**src/sv/gpl_pkg.sv**
```systemverilog
// ----------------------------------------------------------------------------
// GPS position line parser package
// Shared constants, character codes and record types of the parser.
// ----------------------------------------------------------------------------
`default_nettype none

package gpl_pkg;

	// Coordinate format: DDDMM.FFFFFF at most.
	localparam int FRAC_DIGITS = 6;
	localparam int INT_DIGITS  = 5;
	localparam int FRAC_SLOTS  = 6;

	localparam int INT_BCD_W  = 4 * INT_DIGITS;
	localparam int FRAC_BCD_W = 4 * FRAC_SLOTS;
	localparam int INT_CNT_W  = $clog2(INT_DIGITS + 1);
	localparam int FRAC_CNT_W = $clog2(FRAC_DIGITS + 1);

	// Arithmetic widths of the degree conversion.
	localparam int SCALE   = 1000000;
	localparam int DEG_W   = $clog2(10 ** (INT_DIGITS - 2));
	localparam int MIN_W   = 7;
	localparam int FRAC_W  = $clog2(SCALE);
	localparam int X_W     = $clog2(100 * SCALE);
	localparam int MAG_W   = 30;
	localparam int OUT_W   = 31;

	// Division by 60 as a multiplication by a rounded-up reciprocal.
	localparam int RECIP_SHIFT = 33;
	localparam longint unsigned RECIP = ((64'd1 << RECIP_SHIFT) + 64'd59) / 64'd60;
	localparam int RECIP_W = 28;
	localparam int PROD_W  = X_W + RECIP_W;
	localparam int Q_W     = 21;

	// Result status codes.
	localparam int STATUS_W = 2;
	localparam logic [STATUS_W-1:0] ST_FIX    = 2'd0;
	localparam logic [STATUS_W-1:0] ST_NOFIX  = 2'd1;
	localparam logic [STATUS_W-1:0] ST_NODATA = 2'd2;

	localparam int OUT_TDATA_W = STATUS_W + 2 * OUT_W;

	// Character codes.
	localparam logic [7:0] CH_NL    = 8'h0A;
	localparam logic [7:0] CH_CR    = 8'h0D;
	localparam logic [7:0] CH_COMMA = 8'h2C;
	localparam logic [7:0] CH_DOT   = 8'h2E;
	localparam logic [7:0] CH_ZERO  = 8'h30;
	localparam logic [7:0] CH_NINE  = 8'h39;
	localparam logic [7:0] CH_PLUS  = 8'h2B;
	localparam logic [7:0] CH_E     = 8'h45;
	localparam logic [7:0] CH_S     = 8'h53;
	localparam logic [7:0] CH_W     = 8'h57;

	// Header and error texts.
	localparam int HDR_LEN   = 11;
	localparam int HDR_CNT_W = $clog2(HDR_LEN);
	localparam logic [7:0] HDR_TEXT [HDR_LEN] = '{
		8'h2B, 8'h43, 8'h47, 8'h50, 8'h53, 8'h49, 8'h4E, 8'h46, 8'h4F, 8'h3A, 8'h20
	};
	localparam int ERR_LEN   = 5;
	localparam int ERR_CNT_W = $clog2(ERR_LEN);
	localparam logic [7:0] ERR_TEXT [ERR_LEN] = '{8'h45, 8'h52, 8'h52, 8'h4F, 8'h52};

	// One coordinate as read from the line.
	typedef struct packed {
		logic                  ok;
		logic [INT_BCD_W-1:0]  int_bcd;
		logic [FRAC_BCD_W-1:0] frac_bcd;
		logic                  neg;
	} coord_rec_t;

	// Everything a newline hands to the conversion pipeline.
	typedef struct packed {
		logic       no_data;
		coord_rec_t lat;
		coord_rec_t lon;
	} line_rec_t;

	// Load enables of the conversion stages.
	typedef struct packed {
		logic ld_s2;
		logic ld_s3;
	} stage_en_t;

endpackage

`default_nettype wire

```
**src/sv/gpl_parser.sv**
```systemverilog
// ----------------------------------------------------------------------------
// GPS position line parser, character front end
// Matches the header and the error text, splits the comma fields and keeps
// each coordinate as BCD digits until the line ends.
// ----------------------------------------------------------------------------
`default_nettype none

module gpl_parser (
	input  logic               clk,
	input  logic               arst_n,
	input  logic               accept,
	input  logic [7:0]         rx_byte,
	output logic               newline,
	output gpl_pkg::line_rec_t line_rec
);
	import gpl_pkg::*;

	localparam logic [1:0] PH_SEARCH = 2'd0;
	localparam logic [1:0] PH_FIELDS = 2'd1;
	localparam logic [1:0] PH_DONE   = 2'd2;

	localparam logic [1:0] FLD_LAT      = 2'd0;
	localparam logic [1:0] FLD_LAT_HEMI = 2'd1;
	localparam logic [1:0] FLD_LON      = 2'd2;
	localparam logic [1:0] FLD_LON_HEMI = 2'd3;

	// Per-field accumulation state, cleared at the boundaries after the latitude, its hemisphere and the longitude.
	typedef struct packed {
		logic [INT_BCD_W-1:0]  int_bcd;
		logic [INT_CNT_W-1:0]  int_cnt;
		logic [FRAC_BCD_W-1:0] frac_bcd;
		logic [FRAC_CNT_W-1:0] frac_cnt;
		logic                  dot;
		logic                  malf;
		logic                  hneg;
		logic [1:0]            hlen;
	} field_acc_t;

	logic [1:0]           phase_q;
	logic [HDR_CNT_W-1:0] hdr_cnt_q;
	logic [ERR_CNT_W-1:0] err_cnt_q;
	logic                 err_seen_q;
	logic [1:0]           field_q;
	field_acc_t           fa_q;
	coord_rec_t           lat_rec_q;
	coord_rec_t           lon_rec_q;
	logic                 ffe_q;

	logic       is_digit;
	logic [3:0] digit;
	logic       in_fields;
	logic       hemi_neg_now;
	logic       ffe_now;
	logic       err_hit;
	logic       hdr_hit;
	coord_rec_t cur_rec;

	// Classification of the current byte and the field in progress.
	always_comb begin
		is_digit     = (rx_byte >= CH_ZERO) && (rx_byte <= CH_NINE);
		digit        = rx_byte[3:0];
		newline      = (rx_byte == CH_NL);
		in_fields    = (phase_q == PH_FIELDS);
		hemi_neg_now = (fa_q.hlen == 2'd1) && fa_q.hneg;
		err_hit      = (int'(err_cnt_q) < ERR_LEN) && (rx_byte == ERR_TEXT[err_cnt_q]);
		hdr_hit      = (int'(hdr_cnt_q) < HDR_LEN) && (rx_byte == HDR_TEXT[hdr_cnt_q]);
		cur_rec.ok       = !fa_q.malf && fa_q.dot && (int'(fa_q.int_cnt) >= 2);
		cur_rec.int_bcd  = fa_q.int_bcd;
		cur_rec.frac_bcd = fa_q.frac_bcd;
		cur_rec.neg      = 1'b0;
		ffe_now = ffe_q || (in_fields && (field_q == FLD_LAT) && (fa_q.int_cnt == '0)
			&& !fa_q.dot && !fa_q.malf);
	end

	// Line summary as seen by a newline arriving now.
	always_comb begin
		line_rec.no_data = err_seen_q || (phase_q == PH_SEARCH) || ffe_now;
		if (in_fields && (field_q == FLD_LAT)) begin
			line_rec.lat = cur_rec;
		end else begin
			line_rec.lat = lat_rec_q;
		end
		if (in_fields && (field_q == FLD_LAT_HEMI)) begin
			line_rec.lat.neg = hemi_neg_now;
		end
		if (in_fields && (field_q == FLD_LON)) begin
			line_rec.lon = cur_rec;
		end else begin
			line_rec.lon = lon_rec_q;
		end
		line_rec.lon.neg = (field_q == FLD_LON_HEMI) && hemi_neg_now;
	end

	// Line state: header search, error search and field splitting.
	always_ff @(posedge clk or negedge arst_n) begin
		if (!arst_n) begin
			phase_q    <= PH_SEARCH;
			hdr_cnt_q  <= '0;
			err_cnt_q  <= '0;
			err_seen_q <= 1'b0;
			field_q    <= FLD_LAT;
			fa_q       <= '0;
			lat_rec_q  <= '0;
			lon_rec_q  <= '0;
			ffe_q      <= 1'b0;
		end else if (accept) begin
			if (newline) begin
				phase_q    <= PH_SEARCH;
				hdr_cnt_q  <= '0;
				err_cnt_q  <= '0;
				err_seen_q <= 1'b0;
				field_q    <= FLD_LAT;
				fa_q       <= '0;
				lat_rec_q  <= '0;
				lon_rec_q  <= '0;
				ffe_q      <= 1'b0;
			end else begin
				// Error text anywhere in the line.
				if (err_hit) begin
					if (int'(err_cnt_q) == ERR_LEN - 1) begin
						err_seen_q <= 1'b1;
						err_cnt_q  <= '0;
					end else begin
						err_cnt_q <= err_cnt_q + 1'b1;
					end
				end else begin
					err_cnt_q <= ERR_CNT_W'(rx_byte == CH_E);
				end

				if (phase_q == PH_SEARCH) begin
					// Header search.
					if (hdr_hit) begin
						hdr_cnt_q <= hdr_cnt_q + 1'b1;
						if (int'(hdr_cnt_q) == HDR_LEN - 1) begin
							phase_q <= PH_FIELDS;
							field_q <= FLD_LAT;
							fa_q    <= '0;
						end
					end else begin
						hdr_cnt_q <= HDR_CNT_W'(rx_byte == CH_PLUS);
					end
				end else if (in_fields && (rx_byte != CH_CR)) begin
					if (rx_byte == CH_COMMA) begin
						// Field boundary.
						case (field_q)
							FLD_LAT: begin
								ffe_q     <= ffe_now;
								lat_rec_q <= cur_rec;
								field_q   <= FLD_LAT_HEMI;
								fa_q      <= '0;
							end
							FLD_LAT_HEMI: begin
								lat_rec_q.neg <= hemi_neg_now;
								field_q       <= FLD_LON;
								fa_q          <= '0;
							end
							FLD_LON: begin
								lon_rec_q <= cur_rec;
								field_q   <= FLD_LON_HEMI;
								fa_q      <= '0;
							end
							default: begin
								phase_q <= PH_DONE;
							end
						endcase
					end else if ((field_q == FLD_LAT) || (field_q == FLD_LON)) begin
						// Coordinate character.
						if (is_digit) begin
							if (!fa_q.dot) begin
								if (int'(fa_q.int_cnt) >= INT_DIGITS) begin
									fa_q.malf <= 1'b1;
								end else begin
									fa_q.int_bcd <= {fa_q.int_bcd[INT_BCD_W-5:0], digit};
									fa_q.int_cnt <= fa_q.int_cnt + 1'b1;
								end
							end else if (int'(fa_q.frac_cnt) < FRAC_DIGITS) begin
								for (int j = 0; j < FRAC_SLOTS; j++) begin
									if (int'(fa_q.frac_cnt) == FRAC_SLOTS - 1 - j) begin
										fa_q.frac_bcd[4*j +: 4] <= digit;
									end
								end
								fa_q.frac_cnt <= fa_q.frac_cnt + 1'b1;
							end
						end else if (rx_byte == CH_DOT) begin
							if (fa_q.dot) begin
								fa_q.malf <= 1'b1;
							end else begin
								fa_q.dot <= 1'b1;
							end
						end else begin
							fa_q.malf <= 1'b1;
						end
					end else begin
						// Hemisphere character.
						if (fa_q.hlen == 2'd0) begin
							fa_q.hneg <= (rx_byte == CH_S) || (rx_byte == CH_W);
						end
						if (fa_q.hlen != 2'd2) begin
							fa_q.hlen <= fa_q.hlen + 2'd1;
						end
					end
				end
			end
		end
	end

endmodule

`default_nettype wire

```
**src/sv/gpl_coord_conv.sv**
```systemverilog
// ----------------------------------------------------------------------------
// GPS position line parser, coordinate converter
// Turns DDDMM.FFFFFF BCD digits into signed microdegrees over two stages.
// ----------------------------------------------------------------------------
`default_nettype none

module gpl_coord_conv (
	input  logic                        clk,
	input  gpl_pkg::stage_en_t          en,
	input  gpl_pkg::coord_rec_t         rec,
	output logic [gpl_pkg::OUT_W-1:0]   value,
	output logic                        is_zero
);
	import gpl_pkg::*;

	logic [DEG_W-1:0]  deg;
	logic [MIN_W-1:0]  mn;
	logic [FRAC_W-1:0] frac;
	logic [X_W-1:0]    x_comb;
	logic [MAG_W-1:0]  degp_comb;

	logic [X_W-1:0]    x_s2;
	logic [MAG_W-1:0]  degp_s2;
	logic              neg_s2;

	logic [PROD_W-1:0] prod;
	logic [OUT_W-1:0]  degs_comb;

	logic [Q_W-1:0]    q_s3;
	logic [OUT_W-1:0]  degs_s3;
	logic              neg_s3;

	// Digits to degrees, whole minutes and minute fraction in millionths.
	always_comb begin
		deg = '0;
		for (int k = 2; k < INT_DIGITS; k++) begin
			deg = deg + DEG_W'(rec.int_bcd[4*k +: 4] * (10 ** (k - 2)));
		end
		mn = MIN_W'(rec.int_bcd[7:4] * 10) + MIN_W'(rec.int_bcd[3:0]);
		frac = '0;
		for (int j = 0; j < FRAC_SLOTS; j++) begin
			frac = frac + FRAC_W'(rec.frac_bcd[4*j +: 4] * (10 ** j));
		end
		if (rec.ok) begin
			x_comb    = X_W'(mn) * X_W'(SCALE) + X_W'(frac);
			degp_comb = MAG_W'(deg) * MAG_W'(SCALE);
		end else begin
			x_comb    = '0;
			degp_comb = '0;
		end
	end

	always_ff @(posedge clk) begin
		if (en.ld_s2) begin
			x_s2    <= x_comb;
			degp_s2 <= degp_comb;
			neg_s2  <= rec.neg;
		end
	end

	// Minutes over sixty by reciprocal multiply; degree part takes its sign.
	always_comb begin
		prod = PROD_W'(x_s2) * PROD_W'(RECIP);
		if (neg_s2) begin
			degs_comb = '0 - OUT_W'(degp_s2);
		end else begin
			degs_comb = OUT_W'(degp_s2);
		end
	end

	always_ff @(posedge clk) begin
		if (en.ld_s3) begin
			q_s3    <= prod[RECIP_SHIFT +: Q_W];
			degs_s3 <= degs_comb;
			neg_s3  <= neg_s2;
		end
	end

	// Final signed sum.
	always_comb begin
		if (neg_s3) begin
			value = degs_s3 - OUT_W'(q_s3);
		end else begin
			value = degs_s3 + OUT_W'(q_s3);
		end
		is_zero = (degs_s3 == '0) && (q_s3 == '0);
	end

endmodule

`default_nettype wire

```
**src/sv/gps_position_line_parser.sv**
```systemverilog
// ----------------------------------------------------------------------------
// GPS position line parser
// Takes a modem response one ASCII byte per request and, for every newline,
// returns one request with the status and the latitude and longitude of the
// "+CGPSINFO: " line in signed microdegrees (south and west negative, zero
// unless the status is a fix). A byte is taken in every clock cycle unless
// input is held back; the result of an accepted newline passes a line capture
// register, the two conversion stages (the constant multiplies to degrees and
// the reciprocal multiply that divides the minutes by sixty) and the output
// register, from which it is offered. A stalled output
// holds back input only once the capture register, both conversion stages and
// the output register all hold results, that is after four waiting newlines.
// ----------------------------------------------------------------------------
`default_nettype none

module gps_position_line_parser (
	input  logic                              clk,
	input  logic                              arst_n,
	input  logic                              s_tvalid,
	output logic                              s_tready,
	input  logic [7:0]                        s_tdata,   // rx_byte[7:0]
	output logic                              m_tvalid,
	input  logic                              m_tready,
	output logic [gpl_pkg::OUT_TDATA_W-1:0]   m_tdata    // status[1:0], latitude[30:0],
	                                                     // longitude[30:0]
);
	import gpl_pkg::*;

	logic       rdy_out;
	logic       rdy_s1;
	logic       rdy_s2;
	logic       rdy_s3;
	logic       accept;
	logic       newline;
	line_rec_t  line_rec;
	stage_en_t  en;

	logic       v_s1;
	line_rec_t  line_s1;
	logic       v_s2;
	logic       no_data_s2;
	logic       v_s3;
	logic       no_data_s3;

	logic [OUT_W-1:0] lat_val;
	logic [OUT_W-1:0] lon_val;
	logic             lat_zero;
	logic             lon_zero;

	logic                out_valid_q;
	logic [STATUS_W-1:0] status_q;
	logic [OUT_W-1:0]    lat_q;
	logic [OUT_W-1:0]    lon_q;

	// Stage ready chain: a stage moves when it is empty or its successor moves.
	always_comb begin
		rdy_out   = !out_valid_q || m_tready;
		rdy_s3    = !v_s3 || rdy_out;
		rdy_s2    = !v_s2 || rdy_s3;
		rdy_s1    = !v_s1 || rdy_s2;
		s_tready  = rdy_s1;
		accept    = s_tvalid && rdy_s1;
		en.ld_s2  = rdy_s2;
		en.ld_s3  = rdy_s3;
	end

	gpl_parser u_parser (
		.clk      (clk),
		.arst_n   (arst_n),
		.accept   (accept),
		.rx_byte  (s_tdata),
		.newline  (newline),
		.line_rec (line_rec)
	);

	// Valid bits of the pipeline.
	always_ff @(posedge clk or negedge arst_n) begin
		if (!arst_n) begin
			v_s1        <= 1'b0;
			v_s2        <= 1'b0;
			v_s3        <= 1'b0;
			out_valid_q <= 1'b0;
		end else begin
			if (rdy_s1) begin
				v_s1 <= accept && newline;
			end
			if (rdy_s2) begin
				v_s2 <= v_s1;
			end
			if (rdy_s3) begin
				v_s3 <= v_s2;
			end
			if (rdy_out) begin
				out_valid_q <= v_s3;
			end
		end
	end

	// Line record and status flag carried alongside the conversion.
	always_ff @(posedge clk) begin
		if (rdy_s1) begin
			line_s1 <= line_rec;
		end
		if (rdy_s2) begin
			no_data_s2 <= line_s1.no_data;
		end
		if (rdy_s3) begin
			no_data_s3 <= no_data_s2;
		end
	end

	gpl_coord_conv u_lat_conv (
		.clk     (clk),
		.en      (en),
		.rec     (line_s1.lat),
		.value   (lat_val),
		.is_zero (lat_zero)
	);

	gpl_coord_conv u_lon_conv (
		.clk     (clk),
		.en      (en),
		.rec     (line_s1.lon),
		.value   (lon_val),
		.is_zero (lon_zero)
	);

	// Result register: status priority and zeroed coordinates without a fix.
	always_ff @(posedge clk) begin
		if (rdy_out) begin
			if (no_data_s3) begin
				status_q <= ST_NODATA;
				lat_q    <= '0;
				lon_q    <= '0;
			end else if (lat_zero || lon_zero) begin
				status_q <= ST_NOFIX;
				lat_q    <= '0;
				lon_q    <= '0;
			end else begin
				status_q <= ST_FIX;
				lat_q    <= lat_val;
				lon_q    <= lon_val;
			end
		end
	end

	assign m_tvalid = out_valid_q;
	assign m_tdata  = {lon_q, lat_q, status_q};

endmodule

`default_nettype wire

```
**config.mk**
```make
export PLATFORM = sky130hd
export DESIGN_NAME = gps_position_line_parser
export DESIGN_NICKNAME = d
export VERILOG_FILES = /design/src/sv/gpl_pkg.sv /design/src/sv/gpl_parser.sv /design/src/sv/gpl_coord_conv.sv /design/src/sv/gps_position_line_parser.sv
export SDC_FILE = /design/constraint.sdc
export NUM_CORES = 2
export LEC_CHECK = 0
export ABC_CLOCK_PERIOD_IN_PS = 22300
export BUFFER_PORTS_ARGS = -buffer_cell sky130_fd_sc_hd__buf_2
export CAP_MARGIN = 25
export CELL_PAD_IN_SITES_DETAIL_PLACEMENT = 2
export CELL_PAD_IN_SITES_GLOBAL_PLACEMENT = 2
export CORE_ASPECT_RATIO = 0.8
export CORE_MARGIN = 8
export CORE_UTILIZATION = 45
export CTS_CLUSTER_SIZE = 30
export DETAILED_ROUTE_END_ITERATION = 6
export PLACE_DENSITY_LB_ADDON = 0.25
export SLEW_MARGIN = 20
export SYNTH_ARGS = -nofsm -noshare
export SYNTH_HDL_FRONTEND = slang
export SYNTH_SLANG_ARGS = --single-unit
```
**constraint.sdc**
```tcl
create_clock -name clk -period 22.3 [get_ports clk]
set_input_delay 4.46 -clock clk [delete_from_list [all_inputs] [get_ports clk]]
set_output_delay 4.46 -clock clk [all_outputs]
set_load 0.005 [all_outputs]
```
; ---- Yosys cells after proc, flatten, opt, wreduce, memory -nomap -nowiden
; Memories as Yosys holds them, arrays and structs flattened.
; Index checks and enable logic that the tools add are counted.
[classes]
reduce_logical = 88
n_mul = 22
eq_ne = 35
bitwise = 2
magnitude_cmp = 9
muxes = 80
n_addsub = 29
[ops]
columns = op, n
row1 = 2-to-1 mux 46 bit, 11
row2 = 2-to-1 mux 55 bit, 7
row3 = "multiplier 27 x 28 -> 54 bit, second input constant", 2
row4 = adder 31 x 21 -> 31 bit, 2
row5 = logical NOT 31 bit, 2
row6 = 2-to-1 mux 31 bit, 2
row7 = "subtractor 1 x 30 -> 31 bit, first input constant", 2
row8 = subtractor 31 x 21 -> 31 bit, 2
row9 = 2-to-1 mux 30 bit, 2
row10 = AND reduction 10 bit, 6
row11 = adder 27 x 20 -> 27 bit, 2
row12 = 2-to-1 mux 27 bit, 2
row13 = 2-to-1 mux 52 bit, 1
row14 = nonzero test 4 bit, 13
row15 = 2-to-1 mux 50 bit, 1
row16 = "multiplier 10 x 14 -> 24 bit, second input constant", 2
row17 = 2-to-1 mux 23 bit, 2
row18 = 2-to-1 mux 45 bit, 1
row19 = logical NOT 21 bit, 2
row20 = "multiplier 7 x 14 -> 21 bit, second input constant", 2
row21 = adder 20 x 11 -> 20 bit, 2
row22 = adder 20 x 14 -> 20 bit, 2
row23 = adder 20 x 18 -> 20 bit, 2
row24 = adder 20 bit, 2
row25 = other kinds (66), 191
[word_totals]
input_bits = 12
elab_cells = 328
reg_bits = 545
n_memories = 2
romBits = 192
output_inout_bits = 66
[mem_list]
columns = name, depth, width, rd, rd_ports_with_merged_regs, wr, line
row1 = (no name shown), 16, 8, 1, 0, 0, gpl_parser.sv:66  ; hdr_hit = (int'(hdr_cnt_q) < HDR_LEN) && (rx_byte == HDR_TEXT[hdr_cnt_q]);
row2 = (no name shown), 8, 8, 1, 0, 0, gpl_parser.sv:65  ; err_hit = (int'(err_cnt_q) < ERR_LEN) && (rx_byte == ERR_TEXT[err_cnt_q]);

; ---- Depth between registers and ports, before layout
[depth]
word_depth = 11
depth_mapped = 32
ltp_nobuf = 32

; ---- Cells and area by module
; A second synthesis with hierarchy kept.
[hier_totals]
hier_cells = 5221
area_unflattened_um2 = 53309.9
[modules_own_cells]
columns = mod, area_per_inst_um2, instances, cells_each
row1 = gpl_coord_conv (u_lat_conv), 19846.5, 1, 2067
row2 = gpl_coord_conv (u_lon_conv), 19586.3, 1, 2035
row3 = gpl_parser, 8438.1, 1, 873
row4 = gps_position_line_parser, 5439.0, 1, 246

; ---- Least setup slack after synthesis
; No wires, ideal clock.
[synth_timing]
path_type = input port to output port
startpoint = input port m_tready
endpoint = output port s_tready
t_arrival_ps = 7350
t_required_ps = 17840
path_stages = 2
setup_slack_ps = 10490
path_buffers = 0
cell_sequence = nor2b_1 nand4_1
[synth_via]
elab_chain_len = 4
[synth_lines]
columns = item, line
row1 = from (decl), gps_position_line_parser.sv:23  ; input logic m_tready,
row2 = logical OR 1 bit, gps_position_line_parser.sv:57  ; rdy_out = !out_valid_q || m_tready;
row3 = logical OR 1 bit, gps_position_line_parser.sv:58  ; rdy_s3 = !v_s3 || rdy_out;
row4 = logical OR 1 bit, gps_position_line_parser.sv:59  ; rdy_s2 = !v_s2 || rdy_s3;
row5 = logical OR 1 bit, gps_position_line_parser.sv:60  ; rdy_s1 = !v_s1 || rdy_s2;
row6 = to (decl), gps_position_line_parser.sv:20  ; output logic s_tready,
; No other way between the ends.

; ---- Worst setup path in the final report
; Same ends and word-level chain as after synthesis.

==> impl_results.md <==
- Place WS: ~12,000 ps
- Initial drt markers: ~1,500
- XOR/XNOR Fraction of Synth Area: between 6 and 7%
- Outcome: finished clean
- Ys async rst share: 31.35%
- Initial Utilization: between 40% and 50%
- Final Setup Violations: 0
- Final #Nets: between 6,000 and 7,000
- Final routed DRC violation total: 0
- Post-synthesis compound-gate area fraction: a little over a tenth
- Num CTS Buffers: 61
- Mux cell area share after synthesis: around 2.4%
- Post-Synth Adder-Cell Area: between 30 and 40%
- Area delta synth->final: 7.829%
- Worst Path Required: 17,840 ps
- CTS resizes: 0
- Fin cells: 6,911
- Ys flop type: edfxtp_1
- DRT Pass-1 Iters: 5
- Sink Count: 520
- Hold WS: ~460 ps
- Simple-gate area share of the yosys netlist: 10.93%
- Vias/cell: 5.715
- Fmax: ~97 MHz
- Height of the die: about 320 µm
- Syn_area_per_cell: between 10 and 15 µm²
- Setup crit start kind: input port
- Setup TNS: 0 ps
- Reg-to-reg startpoint: line_s1[60]
- Hold path start: line_s1[46]
- RSZ-0062 raised after global routing: no
- Share of cells above drive strength 1: between 6 and 7%
- Row count: around 110
- Max Slew Vio Count: 0
- Register-to-register setup slack: around 14,000 ps
- Routed WL: roughly 160,000 µm
- Post-synthesis cell area: around 53,000 µm²
- Final worst slack: 12,010 ps
- Rel. slew slack: between 20 and 30%
- Worst-Skew Late Latency: ~660 ps
- Grt ovf: 0
- Crit path kind: in -> out
- Core area: 116,700 µm²
- Hold-fix buffers, CTS: 0
- Post-synthesis sequential area ratio: roughly 28%
- Fin. Hold Viols: 0
- Most common cell after layout, fill and taps aside: ha_1
- Max Buffers Root-to-Sink: 3
- Wirelength per Cell: ~24 µm
- N_diodes: 0
- Max-cap viol count: 0
- Area share of the largest cell type after synthesis: 22.54%
- Hold Path Depth: 0
- Period minus WS final: approximately 10,000 ps
- Htree depth: 2
- Fin Clk Skew: between 30 and 40 ps
- Fin crit share: 46.15%
- Dpl cells: between 6,000 and 7,000
- Reg2reg path depth: 29
- Post-route ant nets: 0
- Largest net degree at the start of global routing: about 100
- #FFs+latches synth: 520
- Most frequent cells in the layout: ha_1 (956), inv_1 (743), nand2_1 (393)
- Post-synthesis net count: about 6,600
- Initial antenna violation count: 1
- CTS tree: yes
- Slew @ Worst Pin: 1081 ps
- Gr usage total: 25.25%
- CTS Root Buffer Type: clkbuf_16
- Area contributors post-synth: ha_1 (23%), edfxtp_1 (20%), fa_1 (13%), dfrtp_1 (7.7%), inv_1 (5.3%)
- First-pass GRT wire length: 262,200 µm
- Vias in the first global route: 46,230
- DIE WIDTH: 399.9 µm
- Port buffer count: a little under 80
- DP HPWL: roughly 130,000 µm
- RD Place Congestion: roughly 0.85
- HP Class: reg -> reg
- Setup crit end kind: output port
- Reg clk slew, reported paths: about 60 ps
- Via count: around 39,000
- Final core utilization: 49.01%
- Critical Path AT: 5830 ps
- Postcts setup bufs: 0
- Die ar.: about 130,000 µm²
- Cell count after synthesis: about 5,300
- Largest family of logic cells by synthesized area: adder cells
- Top-Level Pins: 78
- WHS Endpoint: u_lat_conv.neg_s2
- Synth unique cells: 90
- Yosys warns: 0
- Number of synthesized flops with an enable pin: roughly 360
- VDD IR max: 0.05164 mV
- R2r endpoint: u_lat_conv.x_s2[26]
- Dominant cell type by area after synthesis: ha_1
- Leak: between 30 and 40 nW
- CP Max Fanout: 30
- PwrDens: between 30 and 40 nW/µm²
==> worst max-delay path by stage <==
| stage | start | end | slack (ps) | cells past startpoint |
|---|---|---|---|---|
| finish | m_tready | s_tready | 12010 | 6 |
| global placement | m_tready | s_tready | 12110 | 6 |
| CTS | m_tready | s_tready | 12020 | 6 |
| global route | m_tready | s_tready | 11970 | 6 |
| floorplan | m_tready | s_tready | 10490 | 2 |
| detailed placement | m_tready | s_tready | 12060 | 6 |
==> layer usage <==
metal | up-vias | GRT usage [%] | routed length (µm)
met3 | 302 | 3.512 | 5759
met2 | 681 | 45.46 | 82450
met5 | - | 0 | 13
met1 | 20220 | 31.64 | 71170
li1 | 18290 | - | -
met4 | 2 | 7.042 | 4741
==> through the flow <==
| stage | cell area (µm²) | power (mW) |
|---|---|---|
| 3_3_place_gp | 55180 | 1.111 |
| 5_1_grt | 57210 | 2.172 |
| 4_1_cts | 57190 | 2.133 |
| 2_1_floorplan | 53060 | 1.087 |
| 6_report | 57210 | 2.110 |
| 3_5_place_dp | 55190 | 1.114 |
==> final cells by class <==
cell class	count	area, µm²
clock inverters	36	276.5
multi-input cells	3885	35070
fillers	12060	59520
repair buffers	107	629.4
inverters	744	2793
flip-flops and latches	520	14800
well taps	1539	1926
clock buffers	80	1722
==> critical path: stages <==
cell and delay (ps):
buf_2 100, nor2b_1 130, buf_4 230, nand4_1 280, buf_4 370, buf_2 200
==> synthesized netlist by cell type (13+ instances only) <==
cell type,instances
a211oi_1,22
a21o_1,122
a21oi_1,250
a31oi_1,33
and2_1,44
and3_1,26
clkbuf_1,89
dfrtp_1,163
edfxtp_1,357
fa_1,348
ha_1,956
inv_1,744
mux2_2,100
mux2i_1,14
nand2_1,397
nand2b_1,26
nand3_1,151
nand4_1,36
nor2_1,277
nor2b_1,42
nor3_1,70
nor4_1,21
o211ai_1,16
o21a_1,29
o21ai_0,164
o21bai_1,50
o31ai_1,39
o41ai_1,13
or2_2,22
or3_1,31
xnor2_1,266
xor2_1,120
==> cell families after synthesis <==
| group | Yosys count |
|---|---|
| flip-flops | 520 |
| XOR/XNOR | 386 |
| AO/OA/AOI/OAI | 869 |
| multiplexers | 114 |
| adder cells (fa/ha/maj) | 1304 |
| buffers and inverters | 853 |
| AND/OR/NAND/NOR | 1212 |
==> flip-flops by register name, summed over array words and instances (netlist names), 24 cells and up <==
signal and count:
lat_q 31, line_s1 93, lon_q 31, u_lat_conv.degp_s2 24
u_lat_conv.degs_s3 25, u_lat_conv.x_s2 27, u_lon_conv.degp_s2 24, u_lon_conv.degs_s3 25
u_lon_conv.x_s2 27, u_parser.cur_rec 44, u_parser.lat_rec_q 46, u_parser.lon_rec_q 45
==> power breakdown <==
part	switching, mW	internal (mW)
sequential	0.00955	1.03
clock	0.444	0.569
combinational	0.0396	0.0172
Power figures use the tool's default switching activity.
